===== src/rtl/cal_pkg.sv =====
// ----------------------------------------------------------------------------
// cal_pkg: shared types and codes for the cursor array list
// Command codes and the packed layouts of the input and result words.
// ----------------------------------------------------------------------------
`default_nettype none

package cal_pkg;

  localparam int ACTION_BITS = 4;
  localparam int VALUE_BITS  = 32;
  localparam int INDEX_BITS  = 5;
  localparam int COUNT_BITS  = 6;

  // command codes
  localparam logic [ACTION_BITS-1:0] ACT_START        = 4'd0;
  localparam logic [ACTION_BITS-1:0] ACT_ADVANCE      = 4'd1;
  localparam logic [ACTION_BITS-1:0] ACT_END          = 4'd2;
  localparam logic [ACTION_BITS-1:0] ACT_INSERT       = 4'd3;
  localparam logic [ACTION_BITS-1:0] ACT_ATTACH       = 4'd4;
  localparam logic [ACTION_BITS-1:0] ACT_REMOVE       = 4'd5;
  localparam logic [ACTION_BITS-1:0] ACT_INSERT_FRONT = 4'd6;
  localparam logic [ACTION_BITS-1:0] ACT_REMOVE_FRONT = 4'd7;
  localparam logic [ACTION_BITS-1:0] ACT_APPEND       = 4'd8;
  localparam logic [ACTION_BITS-1:0] ACT_READ_CURRENT = 4'd9;
  localparam logic [ACTION_BITS-1:0] ACT_READ_INDEX   = 4'd10;

  // input word, action in the lowest bits
  typedef struct packed {
    logic [INDEX_BITS-1:0]  read_index;
    logic [VALUE_BITS-1:0]  entry_value;
    logic [ACTION_BITS-1:0] action;
  } cmd_t;

  // result word, result_value in the lowest bits
  typedef struct packed {
    logic                  refused;
    logic [COUNT_BITS-1:0] entry_count;
    logic                  has_current;
    logic [VALUE_BITS-1:0] result_value;
  } res_t;

  localparam int CMD_BITS = $bits(cmd_t);
  localparam int RES_BITS = $bits(res_t);

endpackage

`default_nettype wire


===== src/rtl/cursor_array_list.sv =====
// ----------------------------------------------------------------------------
// cursor_array_list: ordered word list with a cursor
// Commands move the cursor, insert, attach, remove, append or read entries.
//
//   port group  dir  payload (low bit first)
//   s_*         in   action[3:0], entry_value[35:4], read_index[40:36]
//   m_*         out  result_value[31:0], has_current[32], entry_count[38:33],
//                    refused[39]
//
// One command at a time. A command that opens or closes a gap moves the
// entries one place each, one entry at a time, each read and then written
// back through the single memory read port and single write port. rst is
// synchronous and empties the list. A stalled result word holds in the
// output register; the next command is taken while it waits, and its result
// waits until the slot frees.
// ----------------------------------------------------------------------------
`default_nettype none

module cursor_array_list #(
  parameter int CAPACITY_WORDS = 32,
  parameter int WORD_BITS      = 32
) (
  input  wire logic        clk,
  input  wire logic        rst,
  input  wire logic        s_tvalid,
  output logic             s_tready,
  input  wire logic [47:0] s_tdata,   // action, entry_value, read_index
  output logic             m_tvalid,
  input  wire logic        m_tready,
  output logic      [39:0] m_tdata    // result_value, has_current, entry_count,
                                      // refused
);

  import cal_pkg::*;

  localparam int AW = $clog2(CAPACITY_WORDS);
  localparam int CW = $clog2(CAPACITY_WORDS + 1);

  cmd_t                 cmd;
  res_t                 res;
  logic                 cmd_ready;
  logic                 res_valid;
  logic                 out_free;
  logic                 mem_we;
  logic [AW-1:0]        mem_waddr;
  logic [WORD_BITS-1:0] mem_wdata;
  logic [AW-1:0]        mem_raddr;
  logic [WORD_BITS-1:0] mem_rdata;
  logic [RES_BITS-1:0]  out_word;

  assign cmd      = cmd_t'(s_tdata[CMD_BITS-1:0]);
  assign s_tready = cmd_ready;
  assign out_free = !m_tvalid || m_tready;
  assign m_tdata  = out_word;

  cal_seq #(
    .CAPACITY_WORDS (CAPACITY_WORDS),
    .WORD_BITS      (WORD_BITS),
    .AW             (AW),
    .CW             (CW)
  ) u_seq (
    .clk       (clk),
    .rst       (rst),
    .cmd_valid (s_tvalid),
    .cmd       (cmd),
    .cmd_ready (cmd_ready),
    .out_free  (out_free),
    .res_valid (res_valid),
    .res       (res),
    .mem_we    (mem_we),
    .mem_waddr (mem_waddr),
    .mem_wdata (mem_wdata),
    .mem_raddr (mem_raddr),
    .mem_rdata (mem_rdata)
  );

  cal_mem #(
    .DEPTH (CAPACITY_WORDS),
    .WIDTH (WORD_BITS),
    .AW    (AW)
  ) u_mem (
    .clk   (clk),
    .we    (mem_we),
    .waddr (mem_waddr),
    .wdata (mem_wdata),
    .raddr (mem_raddr),
    .rdata (mem_rdata)
  );

  // output word valid
  always_ff @(posedge clk) begin
    if (rst) begin
      m_tvalid <= 1'b0;
    end else if (res_valid) begin
      m_tvalid <= 1'b1;
    end else if (m_tready) begin
      m_tvalid <= 1'b0;
    end
  end

  // output word payload
  always_ff @(posedge clk) begin
    if (res_valid) begin
      out_word <= res;
    end
  end

endmodule

`default_nettype wire


===== src/rtl/cal_mem.sv =====
// ----------------------------------------------------------------------------
// cal_mem: entry storage
// Single write port, single read port with registered read data.
// ----------------------------------------------------------------------------
`default_nettype none

module cal_mem #(
  parameter int DEPTH = 32,
  parameter int WIDTH = 32,
  parameter int AW    = 5
) (
  input  wire logic             clk,
  input  wire logic             we,
  input  wire logic [AW-1:0]    waddr,
  input  wire logic [WIDTH-1:0] wdata,
  input  wire logic [AW-1:0]    raddr,
  output logic      [WIDTH-1:0] rdata
);

  logic [WIDTH-1:0] mem [DEPTH];

  // write and registered read
  always_ff @(posedge clk) begin
    if (we) begin
      mem[waddr] <= wdata;
    end
    rdata <= mem[raddr];
  end

endmodule

`default_nettype wire


===== src/rtl/cal_seq.sv =====
// ----------------------------------------------------------------------------
// cal_seq: command sequencer
// Decodes one command, keeps count and cursor, and moves entries one place
// per pass through a shared index stepper and the storage ports.
// ----------------------------------------------------------------------------
`default_nettype none

module cal_seq #(
  parameter int CAPACITY_WORDS = 32,
  parameter int WORD_BITS      = 32,
  parameter int AW             = 5,
  parameter int CW             = 6
) (
  input  wire logic                 clk,
  input  wire logic                 rst,
  input  wire logic                 cmd_valid,
  input  wire cal_pkg::cmd_t        cmd,
  output logic                      cmd_ready,
  input  wire logic                 out_free,
  output logic                      res_valid,
  output cal_pkg::res_t             res,
  output logic                      mem_we,
  output logic      [AW-1:0]        mem_waddr,
  output logic      [WORD_BITS-1:0] mem_wdata,
  output logic      [AW-1:0]        mem_raddr,
  input  wire logic [WORD_BITS-1:0] mem_rdata
);

  import cal_pkg::*;

  localparam int CMPW = (CW > INDEX_BITS) ? CW + 1 : INDEX_BITS + 1;

  // state codes
  localparam logic [2:0] ST_IDLE     = 3'd0;
  localparam logic [2:0] ST_OPEN_RD  = 3'd1;
  localparam logic [2:0] ST_OPEN_WR  = 3'd2;
  localparam logic [2:0] ST_CLOSE_RD = 3'd3;
  localparam logic [2:0] ST_CLOSE_WR = 3'd4;
  localparam logic [2:0] ST_READ     = 3'd5;
  localparam logic [2:0] ST_GET      = 3'd6;
  localparam logic [2:0] ST_FIN      = 3'd7;

  logic [2:0]            state, state_next;
  logic [CW:0]           cur, cur_next;      // MSB set means no current entry
  logic [CW-1:0]         cnt, cnt_next;
  logic [AW-1:0]         idx, idx_next;      // walking position
  logic [AW-1:0]         lim, lim_next;      // where the walk stops
  logic [WORD_BITS-1:0]  val, val_next;
  logic [VALUE_BITS-1:0] res_value, res_value_next;
  logic                  refused, refused_next;

  logic                  has_entry;
  logic                  full;
  logic [AW-1:0]         cur_pos;
  logic [AW-1:0]         idx_step;
  logic                  idx_ok;

  assign has_entry = !cur[CW] && (cur[CW-1:0] < cnt);
  assign full      = (cnt >= CW'(CAPACITY_WORDS));
  assign cur_pos   = cur[AW-1:0];
  assign idx_ok    = (CMPW'(cmd.read_index) < CMPW'(cnt)) &&
                     (CMPW'(cmd.read_index) < CMPW'(CAPACITY_WORDS));

  // shared stepper: up while closing a gap, down while opening one
  assign idx_step = (state == ST_CLOSE_RD || state == ST_CLOSE_WR) ?
                    idx + AW'(1) : idx - AW'(1);

  assign cmd_ready = (state == ST_IDLE);

  // result word from the settled state
  assign res.result_value = res_value;
  assign res.has_current  = has_entry;
  assign res.entry_count  = COUNT_BITS'(cnt);
  assign res.refused      = refused;

  // sequencer
  always_comb begin
    state_next     = state;
    cur_next       = cur;
    cnt_next       = cnt;
    idx_next       = idx;
    lim_next       = lim;
    val_next       = val;
    res_value_next = res_value;
    refused_next   = refused;
    mem_we         = 1'b0;
    mem_waddr      = idx;
    mem_wdata      = val;
    mem_raddr      = idx;
    res_valid      = 1'b0;

    case (state)
      ST_IDLE: begin
        if (cmd_valid) begin
          val_next       = WORD_BITS'(cmd.entry_value);
          res_value_next = '0;
          refused_next   = 1'b0;
          state_next     = ST_FIN;
          case (cmd.action)
            ACT_START: begin
              cur_next = '0;
            end
            ACT_ADVANCE: begin
              if (has_entry) begin
                cur_next = cur + (CW+1)'(1);
              end else begin
                cur_next     = '1;
                refused_next = 1'b1;
              end
            end
            ACT_END: begin
              cur_next = {1'b0, cnt} - (CW+1)'(1);
            end
            ACT_INSERT: begin
              if (full) begin
                refused_next = 1'b1;
              end else begin
                idx_next   = cnt[AW-1:0];
                lim_next   = has_entry ? cur_pos : '0;
                cnt_next   = cnt + CW'(1);
                state_next = ST_OPEN_RD;
                if (!has_entry) begin
                  cur_next = '0;
                end
              end
            end
            ACT_ATTACH: begin
              if (full) begin
                refused_next = 1'b1;
              end else begin
                idx_next   = cnt[AW-1:0];
                cnt_next   = cnt + CW'(1);
                state_next = ST_OPEN_RD;
                if (has_entry) begin
                  lim_next = cur_pos + AW'(1);
                  cur_next = cur + (CW+1)'(1);
                end else begin
                  lim_next = cnt[AW-1:0];
                  cur_next = {1'b0, cnt};
                end
              end
            end
            ACT_REMOVE: begin
              if (has_entry) begin
                idx_next   = cur_pos;
                lim_next   = AW'(cnt - CW'(1));
                cnt_next   = cnt - CW'(1);
                state_next = ST_CLOSE_RD;
              end else begin
                refused_next = 1'b1;
              end
            end
            ACT_INSERT_FRONT: begin
              if (full) begin
                refused_next = 1'b1;
              end else begin
                idx_next   = cnt[AW-1:0];
                lim_next   = '0;
                cnt_next   = cnt + CW'(1);
                cur_next   = '0;
                state_next = ST_OPEN_RD;
              end
            end
            ACT_REMOVE_FRONT: begin
              if (cnt != '0) begin
                idx_next   = '0;
                lim_next   = AW'(cnt - CW'(1));
                cnt_next   = cnt - CW'(1);
                cur_next   = '0;
                state_next = ST_CLOSE_RD;
              end else begin
                refused_next = 1'b1;
              end
            end
            ACT_APPEND: begin
              if (full) begin
                refused_next = 1'b1;
              end else begin
                idx_next   = cnt[AW-1:0];
                lim_next   = cnt[AW-1:0];
                cnt_next   = cnt + CW'(1);
                state_next = ST_OPEN_RD;
              end
            end
            ACT_READ_CURRENT: begin
              if (has_entry) begin
                idx_next   = cur_pos;
                state_next = ST_READ;
              end else begin
                refused_next = 1'b1;
              end
            end
            ACT_READ_INDEX: begin
              if (idx_ok) begin
                idx_next   = AW'(cmd.read_index);
                state_next = ST_READ;
              end else begin
                refused_next = 1'b1;
              end
            end
            default: begin
              refused_next = 1'b1;
            end
          endcase
        end
      end

      // shift entries back one place, top down, then drop in the new word
      ST_OPEN_RD: begin
        if (idx > lim) begin
          mem_raddr  = idx_step;
          state_next = ST_OPEN_WR;
        end else begin
          mem_we     = 1'b1;
          mem_wdata  = val;
          state_next = ST_FIN;
        end
      end
      ST_OPEN_WR: begin
        mem_we     = 1'b1;
        mem_wdata  = mem_rdata;
        idx_next   = idx_step;
        state_next = ST_OPEN_RD;
      end

      // shift later entries forward one place, bottom up
      ST_CLOSE_RD: begin
        if (idx < lim) begin
          mem_raddr  = idx_step;
          state_next = ST_CLOSE_WR;
        end else begin
          state_next = ST_FIN;
        end
      end
      ST_CLOSE_WR: begin
        mem_we     = 1'b1;
        mem_wdata  = mem_rdata;
        idx_next   = idx_step;
        state_next = ST_CLOSE_RD;
      end

      // single read
      ST_READ: begin
        state_next = ST_GET;
      end
      ST_GET: begin
        res_value_next = VALUE_BITS'(mem_rdata);
        state_next     = ST_FIN;
      end

      // hand the result word over once the output slot is free
      ST_FIN: begin
        if (out_free) begin
          res_valid  = 1'b1;
          state_next = ST_IDLE;
        end
      end

      default: begin
        state_next = ST_IDLE;
      end
    endcase
  end

  // control state
  always_ff @(posedge clk) begin
    if (rst) begin
      state <= ST_IDLE;
      cur   <= '1;
      cnt   <= '0;
    end else begin
      state <= state_next;
      cur   <= cur_next;
      cnt   <= cnt_next;
    end
  end

  // walk and payload registers
  always_ff @(posedge clk) begin
    idx       <= idx_next;
    lim       <= lim_next;
    val       <= val_next;
    res_value <= res_value_next;
    refused   <= refused_next;
  end

endmodule

`default_nettype wire


===== config.mk =====
export PLATFORM = sky130hd
export DESIGN_NAME = cursor_array_list
export DESIGN_NICKNAME = d
export VERILOG_FILES = /design/src/rtl/cal_pkg.sv /design/src/rtl/cursor_array_list.sv /design/src/rtl/cal_mem.sv /design/src/rtl/cal_seq.sv
export SDC_FILE = /design/constraint.sdc
export NUM_CORES = 1
export LEC_CHECK = 0
export BUFFER_PORTS_ARGS = -buffer_cell sky130_fd_sc_hd__buf_2
export CAP_MARGIN = 20
export CORE_MARGIN = 2
export CORE_UTILIZATION = 50
export CTS_CLUSTER_DIAMETER = 200
export DETAILED_ROUTE_END_ITERATION = 10
export PLACE_DENSITY = 0.66
export REMOVE_ABC_BUFFERS = 1
export SLEW_MARGIN = 20
export SYNTH_ARGS = -nofsm -noshare
export SYNTH_HDL_FRONTEND = slang
export SYNTH_SLANG_ARGS = --single-unit

===== constraint.sdc =====
create_clock -name clk -period 5.2 [get_ports clk]
set_input_delay 1.04 -clock clk [delete_from_list [all_inputs] [get_ports clk]]
set_output_delay 1.04 -clock clk [all_outputs]
set_load 0.02 [all_outputs]

### Yosys cells after proc, flatten, opt, wreduce, memory -nomap -nowiden

Memories as Yosys holds them, arrays and structs flattened. A register that Yosys moved wholly into a read port is not among the register bits.
Cells that the tools add are included.

| operators by class | value |
|---|---|
| mux-type cells | 58 |
| add/sub/neg operators | 7 |
| order comparisons | 5 |
| reductions and logical operators | 26 |
| equal/unequal tests | 32 |

Operators by type and width:

| cell | count |
|---|---|
| 5-bit 2-to-1 mux | 15 |
| 32-bit 2-to-1 mux | 2 |
| 32-bit case mux with 2 select lines | 1 |
| 7-bit 2-to-1 mux | 7 |
| 7-bit case mux with 7 select lines | 1 |
| 5-bit case mux with 6 select lines | 1 |
| 3-bit case mux with 8 select lines | 1 |
| 5-bit case mux with 2 select lines | 2 |
| 5-bit case mux with 4 select lines | 1 |
| 3-bit 2-to-1 mux | 6 |
| 6-bit 2-to-1 mux | 3 |
| 6-bit case mux with 3 select lines | 1 |
| 4-bit by 3-bit == test with 1-bit output, second input constant | 4 |
| 2-bit inequality test, second input constant | 8 |
| 3-bit case mux with 5 select lines | 1 |
| 3-bit == test, second input constant | 4 |
| 4-bit == test, second input constant | 3 |
| 6-bit nonzero test | 2 |
| 1-bit 2-to-1 mux | 11 |
| 5-bit by 1-bit adder with 5-bit output, second input constant | 2 |
| 3-bit by 2-bit inequality test with 1-bit output, second input constant | 3 |
| 9-bit AND reduction | 1 |
| 4-bit by 2-bit == test with 1-bit output, second input constant | 2 |
| 8-bit AND reduction | 1 |
| 33 further kinds | 45 |

| word-level totals | value |
|---|---|
| memory bits (writable) | 1024 |
| memories | 1 |
| logic and storage cells | 139 |
| register bits after elaboration | 132 |
| input bits | 52 |
| output and inout bits | 42 |

Memories:

| memory | words | bits a word | rd ports | clocked after memory_dff | write ports | RTL line | source |
|---|---|---|---|---|---|---|---|
| u_mem.mem | 32 | 32 | 1 | 1 | 1 | cal_mem.sv:20 | `logic [WIDTH-1:0] mem [DEPTH];` |

### Depth between registers and ports, before layout

Gate-level depths: netlist (run 1).

| depth | value |
|---|---|
| depth after elaboration | 6 |
| depth in mapped cells | 15 |
| mapped depth without buffers | 11 |

### Cells and area by module

Synthesis (run 1) repeated with hierarchy kept, for this count alone.

| second synthesis, totals | value |
|---|---|
| cell total of the unflattened synthesis | 2787 |
| area total of the unflattened synthesis | 47002.6 µm² |

By module, submodules not included:

| module | area each (µm²) | cells an instance | times used | seq. area each (µm²) |
|---|---|---|---|---|
| cal_mem | 40492.6 | 2260 | 1 | 31390.1 |
| cal_seq | 5262.5 | 483 | 1 | 2572.5 |
| cursor_array_list | 1247.4 | 44 | 1 | 1221.2 |

### Worst setup path before layout (run 1)

Ideal clock, no wire load.

| timing path | value |
|---|---|
| path type | register to register |
| start | register u_seq.idx[1] (netlist: u_seq.mem_waddr[1]) |
| end | memory u_mem.mem[31][0] (enable) |
| clock period less this slack | 3.696 ns |
| data required time | 4.779 ns |
| library setup time | 0.421 ns |
| setup slack | 1.504 ns |
| path buffers | 0 |
| stages on the path, launching flop included | 9 |
| arrival time | 3.275 ns |
| cell sequence | edfxtp_1 -> ha_1 -> nor2b_1 -> o21ai_2 -> a21oi_1 -> or3_1 -> nand2_1 -> nand3_1 -> nor2_1 |

| between the ends | value |
|---|---|
| longest elaborated chain between the ends | 5 |

Ends and longest elaborated chain:

| element | RTL line | source |
|---|---|---|
| from (decl) | cal_seq.sv:46 | `logic [AW-1:0] idx, idx_next;` |
| from (signal assigned) | cal_seq.sv:280 | `idx <= idx_next;` |
| 5-bit > comparator | cal_seq.sv:210 | `if (idx > lim) begin` |
| 1-bit 2-to-1 mux | cal_seq.sv:210 |  |
| 1-bit case mux with 2 select lines | cal_seq.sv:92 | `case (state)` |
| 1-bit 2-to-1 mux | cal_mem.sv:24 | `if (we) begin` |
| 1-bit 2-to-1 mux (not written as such) | cal_mem.sv:25 | `mem[waddr] <= wdata;` |
| to (decl) | cal_mem.sv:20 |  |

Several ways; a longest one is shown, not always the timed one.

### Worst setup path after layout (run 1)

| timing path | value |
|---|---|
| start | register u_seq.idx[2] (netlist: u_seq.mem_waddr[2]) |
| end | register u_mem.rdata[12], read port of u_mem.mem |

| between the ends | value |
|---|---|
| longest elaborated chain between the ends | 4 |
| elaborated cells on any way between the ends | 8 |
| classes of those cells | add/sub (2); order compare (2); mux (4) |

Ends and longest elaborated chain:

| element | RTL line | source |
|---|---|---|
| 5-bit by 1-bit subtractor with 5-bit output / 5-bit by 1-bit adder with 5-bit output (equally long branches) | cal_seq.sv:66 | `idx + AW'(1) : idx - AW'(1);` |
| 5-bit 2-to-1 mux | cal_seq.sv:65 | `assign idx_step = (state == ST_CLOSE_RD \|\| state == ST_CLOSE_WR) ?` |
| 5-bit 2-to-1 mux (on tied branches) | cal_seq.sv:228, cal_seq.sv:210 |  |
| 5-bit case mux with 2 select lines * | cal_seq.sv:92 |  |
| to (decl) | cal_mem.sv:17 | `output logic [WIDTH-1:0] rdata` |

Mark *: on every way between the ends. The rest lies on a longest branch, timed or not.
A chain may end at the register's enable or synchronous reset.

==> summary.log, run 1 <==
qor: timing.max_freq 208 MHz
qor: timing.clock-skew-final 0.0199 ns
qor: logic_synthesis.synth-warning-count 0
qor: logic_synthesis.synthesis.area 50400 µm²
qor: timing.worst-slew-pin-transition 1.18 ns
qor: setup_path.path_cells ha_1 -> and3_1 -> and3_4 -> a2111o_2 -> buf_4 -> buf_4 -> nand3_1 -> o2111ai_1 -> o311ai_0 -> o2111ai_1 -> nor4_1
qor: drt.dr.pass1.iters 6
qor: clock_tree.numCtsBuffers 114
qor: clock_tree.cts.repair_timing.setup_buffer_count 0
qor: logic_synthesis.synth-edff-count 1139
qor: drt.ant_nets 0
qor: place.routabilityCongestion 0.910
qor: finish.area_taken_by_flip_flops_and_latches 35200 µm²
qor: timing.worst_hold_slack 0.405 ns
qor: logic_synthesis.portion_of_synthesized_cell_area_occupied_by_the_leading_cell_type 0.679
qor: die.chipWidth 321 µm
qor: setup_path.required 5.80 ns
qor: finish.area_growth 13.0%
qor: setup_path.ff2ff_path_depth 11
qor: clock_tree.clock_insertion_delay_worst_skew 0.69 ns
qor: finish.nets 3700
qor: clock_tree.cts.sink_count 1188
qor: die.number_of_placed_i_o_pins 94
qor: timing.period_share 0.924
qor: logic_synthesis.ys_seq_elements 1188
qor: drt.wl_per_cell 28.9 µm
qor: logic_synthesis.synth_flop_cell sky130_fd_sc_hd__edfxtp_1
qor: timing.fin_tns_setup 0 ns
qor: global_route.grt_pass1_vias 32800
qor: timing.max_slew_margin 0.212
qor: run.drv.max_cap_violation_count 0
qor: timing.rsz_0062_raised_after_global_routing false
qor: drt.viasPerCell 6.77
qor: drt.dr.max_layer_used met5
qor: clock_tree.ctsLongestPathBuffers 3
qor: die.core_area 100000 µm²
qor: clock_tree.clk_pin_slew 0.06 ns
qor: drt.route.detailed.drc 0
qor: global_route.groute.usage.overall 0.276
qor: logic_synthesis.seq_area_frac_synth 0.698
qor: finish.num-fill-cells 7601
qor: setup_path.timing.setup.critical_path_class reg2reg
qor: setup_path.worstPathArrival 5.40 ns
qor: logic_synthesis.yosys-top-cells-area sky130_fd_sc_hd__edfxtp_1 68%, sky130_fd_sc_hd__a21oi_1 3.6%, sky130_fd_sc_hd__mux4_2 2.9%
qor: logic_synthesis.yosys.cell_types.count 75
qor: die.std_cell_rows 116
qor: finish.top_library_cells_by_usage_in_the_layout_fill_and_taps_aside 1139 x sky130_fd_sc_hd__edfxtp_1, 365 x sky130_fd_sc_hd__a21oi_1, 187 x sky130_fd_sc_hd__o21bai_1
qor: place.port-buffer-count 86
qor: drt.wl_met2 68400 µm
qor: finish.final_common_cell sky130_fd_sc_hd__edfxtp_1
qor: drt.m1WireLength 56900 µm
qor: setup_path.startpoint_type flip-flop
qor: global_route.globalRoute.totalOverflow 0
qor: clock_tree.cts.htree.levels 3
qor: power.peakVddDrop 0.442 mV
qor: power.total_leakage_power 18.7 nW
qor: hold_path.hold_path.class reg2reg
qor: timing.drv_slew 0
qor: global_route.antenna_found_initial 2
qor: status.run_status complete, no violations
qor: finish.multi_input_area 14300 µm²
qor: finish.final_core_util 0.570
qor: setup_path.worstPathMaxFanout 48
qor: setup_path.critical_path.endpoint_type flip-flop
qor: place.detailed_place.area 53100 µm²
qor: die.floorplan.initialDensity 0.504
qor: finish.drive_gt1_frac 0.141
qor: drt.met3_wire_length 15400 µm
qor: clock_tree.clk_root_buffer_cell sky130_fd_sc_hd__clkbuf_16
qor: drt.vias 34000
qor: power.power.density_cell_area 656 nW/µm²
qor: timing.finalCriticalPeriod 4.80 ns
qor: timing.timing.final.hold_violations 0
qor: clock_tree.ctsHoldBuffers 0
qor: die.fp.dieArea 103000 µm²
qor: setup_path.cell_with_the_biggest_individual_delay_on_the_critical_path sky130_fd_sc_hd__a2111o_2
qor: finish.design_area 57000 µm²
qor: place.place.detailed.hpwl 76500 µm
qor: setup_path.biggest_cell_delay_along_the_critical_path 0.64 ns
qor: clock_tree.cts_tree built
qor: global_route.global_route_wire_length_before_repair 210000 µm
qor: logic_synthesis.synthCells 3602
qor: global_route.grt_start_max_net_pins 94
qor: timing.final_setup_violation_count 0
qor: die.die_h 321 µm
qor: logic_synthesis.synth_top_cell_by_area sky130_fd_sc_hd__edfxtp_1
qor: drt.drt_first_iter_violations 4686
qor: hold_path.hold_path_depth 0
qor: clock_tree.cts_resized 0
qor: logic_synthesis.async_sr_flop_fraction 0
qor: drt.totalWireLength 145000 µm
qor: logic_synthesis.postSynthAreaPerCell 14.0 µm²
-- critical path: cells and delay by family, from the launching register on --
family	cells	cell delay (ns)
simple gates	4	0.88
fa+ha+maj	1	0.40
compound gates	4	1.82
buf+inv	2	0.92
flops	1	0.63
-- per-layer routing --
layer  track usage  up-vias
li1              -    14400
met1         0.374    17100
met2         0.444     2109
met3        0.0557      341
met4         0.101        4
met5             0        -
-- power breakdown --
group	leakage [nW]	switching (mW)	total (mW)	internal (mW)
clock network	1.84	3.51	8.35	4.84
registers	10.7	0.412	14.4	14.0
logic	6.14	10.5	14.6	4.13
-- synthesized netlist by cell type, drive strengths merged, types with 69 or more instances --
library cell,count
nand2b,134
clkbuf,179
o21bai,187
nor4,69
nor2,220
buf,124
a21oi,365
edfxtp,1139
o311ai,96
o2111ai,124
nand2,143
nand3,111
o22ai,169
nor3,76
-- path summary, 6_finish.rpt --
path	startpoint	to	slack, ns
max	u_seq.mem_waddr[2]$_DFFE_PP_	u_mem.rdata[12]$_DFF_P_	0.40
min	u_seq.res_value[22]$_SDFFCE_PN0P_	m_tdata[22]$_DFFE_PP_	0.40
max reg2reg	u_seq.mem_waddr[2]$_DFFE_PP_	u_mem.rdata[12]$_DFF_P_	0.40
min reg2reg	u_seq.res_value[22]$_SDFFCE_PN0P_	m_tdata[22]$_DFFE_PP_	0.40
-- per-stage QoR --
step,setup WS [ns],cells,power [mW]
2_1_floorplan,-15.50,3299,22.5
3_3_place_gp,0.730,4801,28.4
3_5_place_dp,0.597,4804,28.8
4_1_cts,0.591,5018,37.0
5_1_grt,0.303,5023,38.7
6_report,0.397,5024,37.4
-- kinds of logic (layout without fill, tap and decap cells) --
family,count (synthesis),count (layout),share of synthesized area
DFF,1188,1188,0.698
AOI/OAI and AO/OA,1156,1156,0.155
and+or+nand+nor,829,829,0.0812
buffers and inverters,321,444,0.0271
muxes,69,69,0.0296
adders and majority gates,21,21,0.00536
xor gates and xnor gates,18,18,0.00313
other,0,1,0
-- sequential cells by signal, indices dropped and copies added (netlist names), 6 cells and up --
signal	flops
u_seq.val	32
u_mem.rdata	32
u_mem.mem	1024
m_tdata	40
u_seq.res_value	32
u_seq.cur	7
u_seq.cnt	6
-- final cells by class --
| type | count | area share |
|---|---|---|
| Sequential cell | 1188 | 0.618 |
| Multi-Input combinational cell | 2093 | 0.251 |
| Clock buffer | 149 | 0.0538 |
| Timing Repair Buffer | 212 | 0.0353 |
| Tap cell | 1298 | 0.0285 |
| Clock inverter | 65 | 0.0120 |
| Inverter | 18 | 0.00119 |
| Antenna cell | 1 | 0.0000439 |
Power figures use the tool's default switching activity.
==> run 2: changes to the inputs <==
- CORE_UTILIZATION: 50 -> 53
- PLACE_DENSITY: 0.66 -> 0.69
- RECOVER_POWER: unset -> 100
- SYNTH_HIERARCHICAL: unset -> 1
==> summary.log, run 2 <==
qor: status.run_status finished, violations left
qor: status.violated_checks capacitance limit, slew limit
qor: clock_tree.clk_root_buffer_cell sky130_fd_sc_hd__clkbuf_16
qor: clock_tree.cts_resized 0 [unchanged]
qor: timing.timing.final.hold_violations 0 [unchanged]
qor: place.routabilityCongestion 0.848 [-6.8%]
qor: logic_synthesis.post-synth-top-count-cell sky130_fd_sc_hd__edfxtp_1
qor: global_route.groute.usage.overall 0.252 [-0.0242]
qor: setup_path.worstPathArrival 5.10 ns [-0.30 ns]
qor: drt.wl_per_cell 27.5 µm [-4.8%]
qor: setup_path.critical_path.endpoint_type flip-flop
qor: setup_path.r2r-start u_seq/mem_waddr[1]$_DFFE_PP_
qor: setup_path.timing.setup.critical_path_class reg2reg
qor: logic_synthesis.synthesis.area 47000 µm² [-6.7%]
qor: finish.num_antenna_cells 0 [-1]
qor: clock_tree.cts.htree.levels 3 [unchanged]
qor: die.core_area 88100 µm² [-12%]
qor: setup_path.worst_setup_path_startpoint u_seq/mem_waddr[1]$_DFFE_PP_
qor: global_route.global_route_wire_length_before_repair 166000 µm [-21%]
qor: logic_synthesis.yosys.cell_types.count 72 [-4.0%]
qor: setup_path.startpoint_type flip-flop
qor: power.total_power 35.3 mW [-5.6%]
qor: finish.multi_input_area 11000 µm² [-23%]
qor: logic_synthesis.synth-warning-count 6 [+6]
qor: hold_path.hold_path.class reg2reg
qor: clock_tree.ctsLongestPathBuffers 3 [unchanged]
qor: finish.area_growth 11.9%
qor: clock_tree.clk_pin_slew 0.07 ns [about the same]
qor: clock_tree.cts.sink_count 1188 [unchanged]
qor: setup_path.required 5.49 ns [-0.31 ns]
qor: logic_synthesis.async_sr_flop_fraction 0 [unchanged]
qor: logic_synthesis.ys_seq_elements 1188 [unchanged]
qor: drt.viasPerCell 6.19 [-8.5%]
qor: logic_synthesis.synth_top_cell_by_area sky130_fd_sc_hd__edfxtp_1
qor: hold_path.hold_path_depth 0 [unchanged]
qor: drt.dr.pass1.iters 7 [+1]
qor: setup_path.r2r_setup_slack 0.39 ns [about the same]
qor: clock_tree.cts.repair_timing.setup_buffer_count 0 [unchanged]
qor: timing.fin_tns_setup 0 ns [unchanged]
qor: hold_path.worst_hold_path.endpoint m_tdata[1]$_DFFE_PP_
qor: finish.registers.top_by_ff_count u_mem/mem
qor: setup_path.ff2ff_path_depth 8 [-3]
qor: die.std_cell_rows 109 [-6.0%]
qor: timing.final_setup_violation_count 0 [unchanged]
qor: die.die_h 302 µm [-6.1%]
qor: timing.finalCriticalPeriod 4.81 ns [+0.0108 ns]
qor: timing.drv_slew 363 [+363]
qor: logic_synthesis.yosys-top-cells-area sky130_fd_sc_hd__edfxtp_1 73%, sky130_fd_sc_hd__mux2i_1 11%, sky130_fd_sc_hd__dfxtp_1 2.1%
qor: clock_tree.ctsHoldBuffers 0 [unchanged]
qor: power.power.density_cell_area 671 nW/µm² [+2.3%]
qor: power.total_leakage_power 17.9 nW [-4.1%]
qor: logic_synthesis.synth-edff-count 1139 [unchanged]
qor: global_route.antenna_found_initial 1 [-1]
qor: finish.final_common_cell sky130_fd_sc_hd__edfxtp_1
qor: place.port-buffer-count 86 [unchanged]
qor: die.fp.dieArea 91100 µm² [-12%]
qor: drt.vias 25900 [-24%]
qor: setup_path.critical_path.reg2reg.endpoint u_mem/mem[24][13]$_DFFE_PP_
qor: finish.area_taken_by_flip_flops_and_latches 35200 µm² [unchanged]
qor: finish.top_library_cells_by_usage_in_the_layout_fill_and_taps_aside 1139 x sky130_fd_sc_hd__edfxtp_1, 513 x sky130_fd_sc_hd__mux2i_1, 125 x sky130_fd_sc_hd__nand2_1, 125 x sky130_fd_sc_hd__a21oi_1, 113 x sky130_fd_sc_hd__clkbuf_16
qor: finish.num-fill-cells 6558 [-14%]
qor: hold_path.hold_path_startpoint u_seq/res_value[1]$_SDFFCE_PN0P_
qor: logic_synthesis.synth_flop_cell sky130_fd_sc_hd__edfxtp_1
qor: timing.clock-skew-final 0.0317 ns [+0.0118 ns]
qor: global_route.globalRoute.totalOverflow 0 [unchanged]
qor: setup_path.worstPathMaxFanout 27 [-44%]
qor: logic_synthesis.portion_of_synthesized_cell_area_occupied_by_the_leading_cell_type 0.728 [+0.0490]
qor: drt.route.detailed.drc 0 [unchanged]
qor: clock_tree.cts_tree built
qor: timing.max_freq 208 MHz [-0.22%]
qor: clock_tree.numCtsBuffers 113 [-0.88%]
qor: finish.nets 2993 [-19%]
qor: die.floorplan.initialDensity 0.534 [+0.0295]
qor: logic_synthesis.synthCells 2787 [-23%]
qor: drt.ant_nets 0 [unchanged]
qor: die.chipWidth 302 µm [-6.1%]
qor: logic_synthesis.postSynthAreaPerCell 16.9 µm² [+21%]
qor: logic_synthesis.synth_cell_count_leaders 1139 x sky130_fd_sc_hd__edfxtp_1, 513 x sky130_fd_sc_hd__mux2i_1, 126 x sky130_fd_sc_hd__nand2_1
qor: die.number_of_placed_i_o_pins 94 [unchanged]
qor: clock_tree.clock_insertion_delay_worst_skew 0.71 ns [+0.02 ns]
qor: timing.max_slew_margin -1.22 [-1.43]
qor: place.place.detailed.hpwl 60800 µm [-20%]
qor: drt.totalWireLength 115000 µm [-21%]
qor: run.drv.max_cap_violation_count 22 [+22]
qor: global_route.grt_pass1_vias 25300 [-23%]
qor: global_route.grt_start_max_net_pins 105 [+12%]
qor: drt.drt_first_iter_violations 2890 [-38%]
qor: timing.worst-slew-pin-transition 3.32 ns [+2.14 ns]
qor: power.peakVddDrop 0.712 mV [+61%]
qor: timing.rsz_0062_raised_after_global_routing false
qor: logic_synthesis.seq_area_frac_synth 0.749 [+0.0504]
qor: finish.drive_gt1_frac 0.101 [-0.0399]
qor: timing.period_share 0.926 [+0.00207]
qor: finish.largest_register_ff_count 1024 [unchanged]
==> run 2: cell types whose count changed after synthesis, moves of 61 or more <==
cell,delta
sky130_fd_sc_hd__a22oi_1,+94
sky130_fd_sc_hd__nor2_1,-159
sky130_fd_sc_hd__clkbuf_1,-118
sky130_fd_sc_hd__a22o_1,+62
sky130_fd_sc_hd__o21bai_1,-187
sky130_fd_sc_hd__o22ai_1,-163
sky130_fd_sc_hd__a21oi_1,-240
sky130_fd_sc_hd__o311ai_0,-95
sky130_fd_sc_hd__o22a_1,-61
sky130_fd_sc_hd__mux4_2,-64
sky130_fd_sc_hd__nor4_1,-66
sky130_fd_sc_hd__mux2i_1,+509
sky130_fd_sc_hd__o2111ai_1,-124
sky130_fd_sc_hd__nand2b_1,-122
==> run 2: final cells by class <==
| class | instances | area share |
|---|---|---|
| Timing Repair Buffer | 177 | 0.0243 |
| Inverter | 23 | 0.00164 |
| Sequential cell | 1188 | 0.669 |
| Tap cell | 1165 | 0.0277 |
| Clock inverter | 60 | 0.0106 |
| Multi-Input combinational cell | 1417 | 0.209 |
| Clock buffer | 153 | 0.0580 |
==> run 2: logic make-up after synthesis <==
group / after synthesis / synth area share
DFF: 1188 / 0.749
muxes: 549 / 0.118
and+or+nand+nor: 429 / 0.0446
AOI/OAI and AO/OA: 400 / 0.0586
buffers and inverters: 182 / 0.0212
adders and majority gates: 21 / 0.00575
xor gates and xnor gates: 18 / 0.00335
==> run 2: power breakdown <==
| group | internal (mW) | switching, mW | leakage, nW |
|---|---|---|---|
| Sequential | 13.1 | 0.396 | 10.7 |
| Clock | 4.47 | 3.46 | 1.75 |
| Combinational | 4.90 | 8.93 | 5.48 |
| Total | 22.5 | 12.8 | 17.9 |
==> run 2: critical path: stages, from the launching register on <==
cell,delay (ns)
sky130_fd_sc_hd__edfxtp_1,0.52
sky130_fd_sc_hd__ha_1,0.36
sky130_fd_sc_hd__nor2b_1,0.13
sky130_fd_sc_hd__o21ai_0,0.23
sky130_fd_sc_hd__a31oi_1,0.19
sky130_fd_sc_hd__o21ai_0,0.54
sky130_fd_sc_hd__or3b_1,0.61
sky130_fd_sc_hd__nor2_1,0.58
sky130_fd_sc_hd__clkbuf_2,1.15
==> run 2: worst max path at each step <==
stage | to | slack (ns) | depth (start not counted)
after floorplan | u_mem/rdata[0]$_DFF_P_ | -36.45 | 11
after global placement | u_mem/rdata[1]$_DFF_P_ | 0.84 | 12
after detailed placement | u_mem/rdata[1]$_DFF_P_ | 0.83 | 12
after CTS | u_mem/rdata[1]$_DFF_P_ | 0.78 | 12
after global routing | u_mem/rdata[28]$_DFF_P_ | 0.29 | 13
final | u_mem/mem[24][13]$_DFFE_PP_ | 0.39 | 8
==> run 2: through the flow <==
| stage | instances | utilization | area, µm² | setup WS (ns) | hold WS, ns |
|---|---|---|---|---|---|
| 3_5_place_dp | 3969 | 0.561 | 49400 | 0.829 | 0.406 |
| 6_report | 4183 | 0.597 | 52600 | 0.386 | 0.418 |
| 3_3_place_gp | 3969 | 0.561 | 49400 | 0.841 | 0.400 |
| 2_1_floorplan | 2628 | - | 46100 | -36.45 | 0.400 |
| 4_1_cts | 4182 | 0.602 | 53100 | 0.779 | 0.421 |
| 5_1_grt | 4183 | 0.597 | 52600 | 0.295 | 0.427 |
==> run 2: routing by layer <==
layer  vias to the layer above  global-route usage  share of wire
li1                      11200                   -              -
met1                     13300               0.344           0.40
met2                      1193               0.407           0.48
met3                       208              0.0482          0.090
met4                         0              0.0910          0.031
met5                         -                   0              0
